==> src/vlcc_pkg.sv <==
`timescale 1ns / 1ps
`default_nettype none

package vlcc_pkg;

   // field and register widths
   localparam int DATA_W    = 16;
   localparam int OFFSET_W  = 6;
   localparam int COPY_W    = 16;
   localparam int HDR_W     = 64;
   localparam int CSR_IDX_W = 1;

   // default build
   localparam int DEF_LINE_BYTES   = 64;
   localparam int DEF_VERSION_BITS = 16;

   // bytes carried by one halfword, shortest legal transfer
   localparam int HW_BYTES  = 2;
   localparam int MIN_BYTES = 8;
   // halfwords that make up the header
   localparam int HDR_HW    = 4;

   // register indexes
   localparam logic [CSR_IDX_W-1:0] CSR_START_OFFSET = 1'd0;
   localparam logic [CSR_IDX_W-1:0] CSR_COPY_BYTES   = 1'd1;

   // register reset values
   localparam logic [OFFSET_W-1:0] RST_START_OFFSET = 6'd0;
   localparam logic [COPY_W-1:0]   RST_COPY_BYTES   = 16'd64;

   // one step's outcome, engine to top level
   typedef struct packed {
      logic              emit;
      logic [DATA_W-1:0] obj_halfword;
      logic              data_valid;
      logic              transfer_done;
      logic              consistent;
   } result_type;

endpackage

`default_nettype wire

==> src/vlcc_engine.sv <==
`timescale 1ns / 1ps
`default_nettype none

module vlcc_engine #(
   parameter int LINE_BYTES   = vlcc_pkg::DEF_LINE_BYTES,
   parameter int VERSION_BITS = vlcc_pkg::DEF_VERSION_BITS,
   parameter int SEG_W        = $clog2(LINE_BYTES + 1)
) (
   input  wire logic                          clock,
   input  wire logic                          reset,
   input  wire logic                          step,
   input  wire logic [vlcc_pkg::DATA_W-1:0]   hw,
   input  wire logic [SEG_W-1:0]              seg_init,
   input  wire logic [vlcc_pkg::COPY_W-1:0]   left_init,
   output vlcc_pkg::result_type               result
);

   localparam int LINE_HW = LINE_BYTES / vlcc_pkg::HW_BYTES;
   localparam int LP_W    = $clog2(LINE_HW);
   localparam int VER_HW  = (VERSION_BITS + vlcc_pkg::DATA_W - 1) / vlcc_pkg::DATA_W;
   localparam int VA_W    = VER_HW * vlcc_pkg::DATA_W;
   localparam int HC_W    = $clog2(vlcc_pkg::HDR_HW + 1);
   localparam int HW_W    = vlcc_pkg::DATA_W;
   localparam int HDR_W   = vlcc_pkg::HDR_W;
   localparam int COPY_W  = vlcc_pkg::COPY_W;

   logic                    busy_ff, busy_in;
   logic [COPY_W-1:0]       left_ff, left_in;
   logic [SEG_W-1:0]        seg_ff, seg_in;
   logic [LP_W-1:0]         lp_ff, lp_in;
   logic                    first_ff, first_in;
   logic [HDR_W-1:0]        hdr_ff, hdr_in;
   logic [HC_W-1:0]         hcnt_ff, hcnt_in;
   logic [VERSION_BITS-1:0] ver_ff, ver_in;
   logic [VA_W-1:0]         acc_ff, acc_in;
   logic                    abort_ff, abort_in;

   // effective state: an idle block starts a fresh transfer
   logic [COPY_W-1:0] s_left;
   logic [SEG_W-1:0]  s_seg;
   logic [LP_W-1:0]   s_lp;
   logic              s_first;
   logic [HDR_W-1:0]  s_hdr;
   logic [HC_W-1:0]   s_hcnt;
   logic              s_abort;

   always_comb begin
      s_left  = busy_ff ? left_ff  : left_init;
      s_seg   = busy_ff ? seg_ff   : seg_init;
      s_lp    = busy_ff ? lp_ff    : '0;
      s_first = busy_ff ? first_ff : 1'b1;
      s_hdr   = busy_ff ? hdr_ff   : '0;
      s_hcnt  = busy_ff ? hcnt_ff  : '0;
      s_abort = busy_ff ? abort_ff : 1'b0;
   end

   // per-request state update and result
   always_comb begin
      busy_in  = 1'b1;
      left_in  = s_left;
      seg_in   = s_seg;
      lp_in    = s_lp;
      first_in = s_first;
      hdr_in   = s_hdr;
      hcnt_in  = s_hcnt;
      ver_in   = ver_ff;
      acc_in   = acc_ff;
      abort_in = s_abort;
      result   = '0;

      if (s_first) begin
         // raw first segment, header captured from its leading halfwords
         if (s_hcnt < HC_W'(vlcc_pkg::HDR_HW)) begin
            hdr_in  = {s_hdr[HDR_W-HW_W-1:0], hw};
            hcnt_in = s_hcnt + HC_W'(1);
         end
         seg_in = s_seg - SEG_W'(vlcc_pkg::HW_BYTES);
         result.emit         = 1'b1;
         result.obj_halfword = hw;
         result.data_valid   = 1'b1;
         if (seg_in == '0) begin
            first_in = 1'b0;
            lp_in    = '0;
            ver_in   = hdr_in[VERSION_BITS+1:2];
            if (hdr_in[1]) begin
               // writer was updating: end the transfer, drop the rest
               abort_in             = 1'b1;
               busy_in              = (s_left != '0);
               result.transfer_done = 1'b1;
            end else if (s_left == '0) begin
               busy_in              = 1'b0;
               result.transfer_done = 1'b1;
               result.consistent    = 1'b1;
            end
         end
      end else if (s_lp < LP_W'(VER_HW)) begin
         // version word at the head of a line: check and strip
         acc_in = (s_lp == '0) ? VA_W'(hw) : VA_W'({acc_ff, hw});
         lp_in  = s_lp + LP_W'(1);
         if (lp_in == LP_W'(VER_HW) && !s_abort &&
             acc_in[VERSION_BITS-1:0] != ver_ff) begin
            abort_in             = 1'b1;
            result.emit          = 1'b1;
            result.transfer_done = 1'b1;
         end
      end else begin
         // object data within a line
         left_in = s_left - COPY_W'(vlcc_pkg::HW_BYTES);
         lp_in   = (s_lp == LP_W'(LINE_HW - 1)) ? '0 : s_lp + LP_W'(1);
         if (!s_abort) begin
            result.emit         = 1'b1;
            result.obj_halfword = hw;
            result.data_valid   = 1'b1;
         end
         if (left_in == '0) begin
            busy_in = 1'b0;
            if (!s_abort) begin
               result.transfer_done = 1'b1;
               result.consistent    = 1'b1;
            end
         end
      end
   end

   // advance the transfer state on each request
   always_ff @(posedge clock) begin
      if (reset) begin
         busy_ff  <= 1'b0;
         left_ff  <= '0;
         seg_ff   <= '0;
         lp_ff    <= '0;
         first_ff <= 1'b1;
         hdr_ff   <= '0;
         hcnt_ff  <= '0;
         ver_ff   <= '0;
         acc_ff   <= '0;
         abort_ff <= 1'b0;
      end else if (step) begin
         busy_ff  <= busy_in;
         left_ff  <= left_in;
         seg_ff   <= seg_in;
         lp_ff    <= lp_in;
         first_ff <= first_in;
         hdr_ff   <= hdr_in;
         hcnt_ff  <= hcnt_in;
         ver_ff   <= ver_in;
         acc_ff   <= acc_in;
         abort_ff <= abort_in;
      end
   end

   // a result without data only ever reports a failed check
   assert property (@(posedge clock) disable iff (reset)
      step && result.emit && !result.data_valid |->
         result.transfer_done && !result.consistent)
      else $error("dataless result that is not a failure report");

   // a good end always closes the transfer
   assert property (@(posedge clock) disable iff (reset)
      step && result.transfer_done && result.consistent |=> !busy_ff)
      else $error("transfer still busy after a consistent end");

   // an open first segment always has bytes left in it
   assert property (@(posedge clock) disable iff (reset)
      busy_ff && first_ff |-> seg_ff != '0)
      else $error("first segment open with nothing left");

   // nothing is produced after an abort except while still in the first segment
   assert property (@(posedge clock) disable iff (reset)
      step && busy_ff && abort_ff && !first_ff |-> !result.emit)
      else $error("result produced after abort");

endmodule

`default_nettype wire

==> config.mk <==
export PLATFORM = sky130hd
export DESIGN_NAME = vlcc_engine
export DESIGN_NICKNAME = d
export VERILOG_FILES = /design/src/vlcc_pkg.sv /design/src/vlcc_engine.sv
export SDC_FILE = /design/constraint.sdc
export NUM_CORES = 1
export LEC_CHECK = 0
export ABC_AREA = 1
export ABC_CLOCK_PERIOD_IN_PS = 3100
export BUFFER_PORTS_ARGS = -buffer_cell sky130_fd_sc_hd__buf_2
export CORE_MARGIN = 4
export CORE_UTILIZATION = 58
export DETAILED_ROUTE_END_ITERATION = 8
export PLACE_DENSITY = 0.84
export SLEW_MARGIN = 20
export SYNTH_ARGS = -nofsm -noshare
export SYNTH_HDL_FRONTEND = slang
export SYNTH_SLANG_ARGS = --single-unit
==> constraint.sdc <==
create_clock -name clock -period 3.1 [get_ports clock]
set_input_delay 0.465 -clock clock [delete_from_list [all_inputs] [get_ports clock]]
set_output_delay 0.465 -clock clock [all_outputs]
set_load 0.005 [all_outputs]
Word-level counts from Yosys, hierarchy flattened. Index checks and enable logic that the tools add are counted.

Add/sub/neg operators: 4. Reductions and logical operators: 8. Eq/ne operators: 3. Muxes and demuxes: 45. Magnitude comparators: 2.

Operators by type and width (count): $mux W64 (4); $mux W16 (3); $logic_not A16 Y1 (2); $mux W5 (5); $mux W1 (21); $mux W20 (1); $mux W18 (1); $mux W17 (1); $ne A16 B16 Y1 (1); $reduce_bool A16 Y1 (1); $sub A16 B2 Y16 const B (1); $mux W7 (2); $mux W3 (3); $mux W2 (4); $logic_not A7 Y1 (1); $sub A7 B2 Y7 const B (1); $add A5 B1 Y5 const B (1); $eq A5 B1 Y1 const B (1); $eq A5 B5 Y1 const B (1); $lt A5 B1 Y1 const B (1); $add A3 B1 Y3 const B (1); $lt A3 B3 Y1 const B (1); $reduce_and A3 Y1 (1); $logic_and A1 B1 Y1 (2); $logic_not A1 Y1 (1).

Logic and storage cells: 71. Register bits: 114. Output and inout port bits: 20.

Longest topological paths before layout.
Depth in word-level cells: 8. Depth in mapped cells: 17. Depth with buffers taken out: 16.

Worst setup path after synthesis. No wires, ideal clock.

Kind: flip-flop to output port. From: register busy_ff. To: output port result[1] (netlist name). Path slack: 0.675 ns. Arrival: 1.960 ns. Stages on the path, launching flop included: 14. Cell sequence: dfxtp_1 buf_4 nand2_1 inv_1 ha_1 inv_1 nor3_1 ha_1 nand3b_1 nor3_1 nand2_1 o22ai_1 nor2_1 nand2_1.

RTL lines: start, declared (line vlcc_engine.sv:27) `logic busy_ff, busy_in;`; start signal, assigned (line vlcc_engine.sv:139) `busy_ff <= busy_in;`; end, declared (line vlcc_engine.sv:15) `output vlcc_pkg::result_type result`.

==> results_tabular.tex <==
\begin{tabular}{lr}
\hline
Metric & Value \\
\hline
\multicolumn{2}{l}{\textbf{Run status}} \\
Result of the run & complete, no violations \\
\multicolumn{2}{l}{\textbf{Job}} \\
Max-cap violation count & 0 \\
\multicolumn{2}{l}{\textbf{Floorplanning}} \\
Total number of placement rows & 31 \\
Initial standard-cell utilization of the core & 0.602 \\
Die Span Y & 95.0 µm \\
CORE AREA & 0.00729 mm² \\
Die X-Extent & 95.0 µm \\
Ports placed on the boundary & 62 \\
Total Die Area & 0.00902 mm² \\
\multicolumn{2}{l}{\textbf{Clocking}} \\
Cell at the root of the clock tree & sky130\_fd\_sc\_hd\_\_clkbuf\_8 \\
Maximum count of clock buffers along a single path & 2 \\
Clk sinks & 68 \\
Clock tree from TritonCTS & done \\
Clock-pin slew on the worst setup and hold paths & 0.08 ns \\
H-tree depth & 3 \\
Latest clock arrival within the worst-skew pair & 0.35 ns \\
Number of buffers created by CTS & 9 \\
\multicolumn{2}{l}{\textbf{STA}} \\
Total count of hold-check failures in the final report & 0 \\
Relative slew slack & 0.417 \\
Final setup viols & 0 \\
Upper clock frequency limit & 335 MHz \\
TNS Setup & 0 ns \\
Tightest hold margin & 0.408 ns \\
Share of the cycle needed by the critical path after routing & 0.964 \\
Minimum clock period after layout & 2.99 ns \\
Clock skew & 0.0104 ns \\
Least-Margin Pin Slew & 0.874 ns \\
Total count of max-transition violations in the final report & 0 \\
\multicolumn{2}{l}{\textbf{Final layout}} \\
Layout cell share with drive strength beyond 1 & 0.201 \\
Commonest non-fill, non-tap cell in the layout & sky130\_fd\_sc\_hd\_\_nand2\_1 \\
Most used cells in the layout excluding fill and tap cells & sky130\_fd\_sc\_hd\_\_nand2\_1 (169), sky130\_fd\_sc\_hd\_\_inv\_1 (99), sky130\_fd\_sc\_hd\_\_dfxtp\_1 (67), sky130\_fd\_sc\_hd\_\_nor2\_1 (61), sky130\_fd\_sc\_hd\_\_buf\_2 (61) \\
Net total in the final layout & 786 \\
Area added between synthesis and finish & 14.1\% \\
Antenna Cells & 0 \\
Filler cell count & 660 \\
Final core utilization & 0.687 \\
Filler-free cell count of the finished design & 841 \\
\multicolumn{2}{l}{\textbf{Worst setup path}} \\
Worst Path Class, Setup & register to output port \\
WP data arrival & 2.52 ns \\
Worst-path maximum fanout & 7 \\
Required @ worst endpoint & 2.63 ns \\
Startpoint kind of the worst setup timing path & register \\
Capturing element type of the critical path & output port \\
Length in cells of the worst reg-to-reg path & 12 \\
\multicolumn{2}{l}{\textbf{Routing}} \\
Initial detailed-routing violation count & 266 \\
Number of design rule violations left after detail routing & 0 \\
Vias after detailed routing & 4530 \\
Total wire length after detailed routing & 11300 µm \\
Number of antenna-violating nets in the routed design & 0 \\
First-pass iteration count of the detailed router & 5 \\
Average detailed-routed wire length per instance & 13.4 µm \\
Number of vias per cell after detailed routing & 5.39 \\
\multicolumn{2}{l}{\textbf{Synth}} \\
Main synth FF type & sky130\_fd\_sc\_hd\_\_dfxtp\_1 \\
Netlist area before placement & 0.00439 mm² \\
Gate count after technology mapping & 683 \\
EDFF count, synth & 0 \\
Number of nets produced by synthesis & 731 \\
Sequential fraction of the synthesis area & 0.310 \\
Proportion of register bits with asynchronous set or reset after synthesis & 0 \\
Number of distinct library cells after synthesis & 35 \\
Syn Area/Cell & 6.42 µm² \\
Yosys warnings & 0 \\
\#FFs+latches synth & 68 \\
\multicolumn{2}{l}{\textbf{Pwr}} \\
Internal power component & 1.49 mW \\
Power share of the clock group & 0.355 \\
Part of the power in combinational logic & 0.202 \\
Power per Cell Area & 426 mW/mm² \\
Net switching component of the power & 0.645 mW \\
Leakage power summed over all cells & 2.33 nW \\
Net switching fraction of the power & 0.302 \\
Worst-case vdd ir drop & 308 µV \\
Proportion of power drawn by flip-flops and latches & 0.443 \\
\multicolumn{2}{l}{\textbf{GRT}} \\
Via count of the first global-routing pass & 4321 \\
Global router's overall resource usage & 0.257 \\
Global-route wire length before repair & 18600 µm \\
Number of antenna violations at the first check in global routing & 0 \\
Largest net degree at the start of global routing & 42 \\
Overall overflow remaining after global route & 0 \\
\multicolumn{2}{l}{\textbf{Placed design}} \\
Routability cong. & 0.915 \\
Placed cell count & 824 \\
Port Buffers & 61 \\
Post-detailed-placement half-perimeter wirelength & 7830 µm \\
\multicolumn{2}{l}{\textbf{Min path}} \\
Instance count along the most critical hold path & 3 \\
Class of the tightest hold or removal check & input pin to register \\
\hline
\end{tabular}
## power groups by stage
stage | registers [mW] | logic (mW) | clock network, mW
2_1_floorplan | 0.957 | 0.300 | 0
3_3_place_gp | 0.963 | 0.392 | 0
3_5_place_dp | 0.965 | 0.405 | 0
4_1_cts | 0.943 | 0.413 | 0.767
5_1_grt | 0.949 | 0.485 | 0.813
6_report | 0.944 | 0.431 | 0.758
## worst max-delay path: stages (launching register included)
cell,delay [ns]
sky130_fd_sc_hd__dfxtp_4,0.40
sky130_fd_sc_hd__buf_4,0.14
sky130_fd_sc_hd__nand2_1,0.10
sky130_fd_sc_hd__nand2_2,0.13
sky130_fd_sc_hd__ha_4,0.15
sky130_fd_sc_hd__nand3_2,0.10
sky130_fd_sc_hd__nor2_4,0.23
sky130_fd_sc_hd__xor2_2,0.21
sky130_fd_sc_hd__nand3_1,0.10
sky130_fd_sc_hd__nor2_1,0.12
sky130_fd_sc_hd__nand2_1,0.07
sky130_fd_sc_hd__nor2_1,0.14
sky130_fd_sc_hd__nand3_1,0.11
sky130_fd_sc_hd__nand2_1,0.08
sky130_fd_sc_hd__buf_2,0.11
## worst paths after layout
kind                            from                      end  slack (ns)
max             busy_ff$_SDFFE_PP0P_                result[1]        0.11
min                           hw[13]  hdr_ff[13]$_SDFFE_PP0P_        0.41
max reg2reg     busy_ff$_SDFFE_PP0P_   ver_ff[2]$_SDFFE_PP0P_        0.50
min reg2reg  hcnt_ff[0]$_SDFFE_PP0P_  hcnt_ff[0]$_SDFFE_PP0P_        0.45
## Yosys cell counts, types with 2 or more instances
master                     count  area share
sky130_fd_sc_hd__nand3b_1      2      0.0034
sky130_fd_sc_hd__mux2_2       10       0.026
sky130_fd_sc_hd__inv_2         4      0.0034
sky130_fd_sc_hd__nor2_1       63       0.054
sky130_fd_sc_hd__a21oi_2      10       0.020
sky130_fd_sc_hd__nand2_2       2      0.0029
sky130_fd_sc_hd__a211oi_1      8       0.014
sky130_fd_sc_hd__nand3_1      32       0.036
sky130_fd_sc_hd__nand4_1      12       0.017
sky130_fd_sc_hd__buf_4         4      0.0068
sky130_fd_sc_hd__xor2_1        6       0.012
sky130_fd_sc_hd__nand2_1     171        0.15
sky130_fd_sc_hd__nor2_4        3      0.0077
sky130_fd_sc_hd__o211ai_1      5      0.0086
sky130_fd_sc_hd__buf_2         8      0.0091
sky130_fd_sc_hd__o21ai_2       6       0.012
sky130_fd_sc_hd__nor2_2        2      0.0029
sky130_fd_sc_hd__dfxtp_1      68        0.31
sky130_fd_sc_hd__o21ai_1      20       0.023
sky130_fd_sc_hd__clkbuf_1     14       0.012
sky130_fd_sc_hd__a31oi_1       2      0.0029
sky130_fd_sc_hd__a21oi_1      60       0.068
sky130_fd_sc_hd__nand3_2       4      0.0091
sky130_fd_sc_hd__ha_1          6       0.017
sky130_fd_sc_hd__buf_6         6       0.015
sky130_fd_sc_hd__or2_2         2      0.0029
sky130_fd_sc_hd__nor3_1        4      0.0046
sky130_fd_sc_hd__o21ai_0      35       0.040
sky130_fd_sc_hd__inv_1       100       0.086
sky130_fd_sc_hd__xnor2_1       9       0.018
## registers in the layout, summed over array words and instances, names as in the netlist, 3 cells and up
| register | flops |
|---|---|
| ver_ff | 16 |
| hdr_ff | 18 |
| left_ff | 16 |
| seg_ff | 7 |
| hcnt_ff | 3 |
| lp_ff | 5 |
## logic make-up (layout without fill, tap and decap cells)
family          Yosys count  after routing  share of synthesized area
flops                    68             68                      0.310
fa+ha+maj                 6              6                     0.0171
mux                      10             10                     0.0257
simple gates            298            298                      0.289
buf+inv                 137            196                      0.133
xor+xnor                 16             16                     0.0336
compound gates          148            148                      0.192
## routing by layer
metal,GRT usage,vias up,wire [µm]
li1,-,2290,-
met1,0.306,2046,4650
met2,0.450,156,5680
met4,0.106,0,329
met3,0.0478,38,610
met5,0,-,0
## layout make-up
type / count / area (µm²) / area share
multi-input combinational: 478 / 2500 / 0.500
sequential: 68 / 1370 / 0.273
timing repair buffer: 76 / 418 / 0.0834
inverter: 105 / 397 / 0.0792
clock buffer: 11 / 151 / 0.0302
tap: 99 / 124 / 0.0247
clock inverter: 4 / 48.8 / 0.00974
## metrics by stage
stage / worst slack [ns] / area (µm²) / total power, mW
2_1_floorplan: 0.675 / 4390 / 1.26
3_5_place_dp: 0.0786 / 4720 / 1.37
5_1_grt: -0.0264 / 5010 / 2.25
4_1_cts: 0.0666 / 4940 / 2.12
3_3_place_gp: 0.335 / 4720 / 1.35
6_report: 0.111 / 5010 / 2.13
## repair_timing
action,CTS,global route
setup buffers,2,0
setup endpoints to repair,3,2
hold endpoints to repair,0,0
resized for setup,2,15
pin swaps,0,3
hold buffers,0,0
Note: power is estimated with default switching activity, not from simulation.
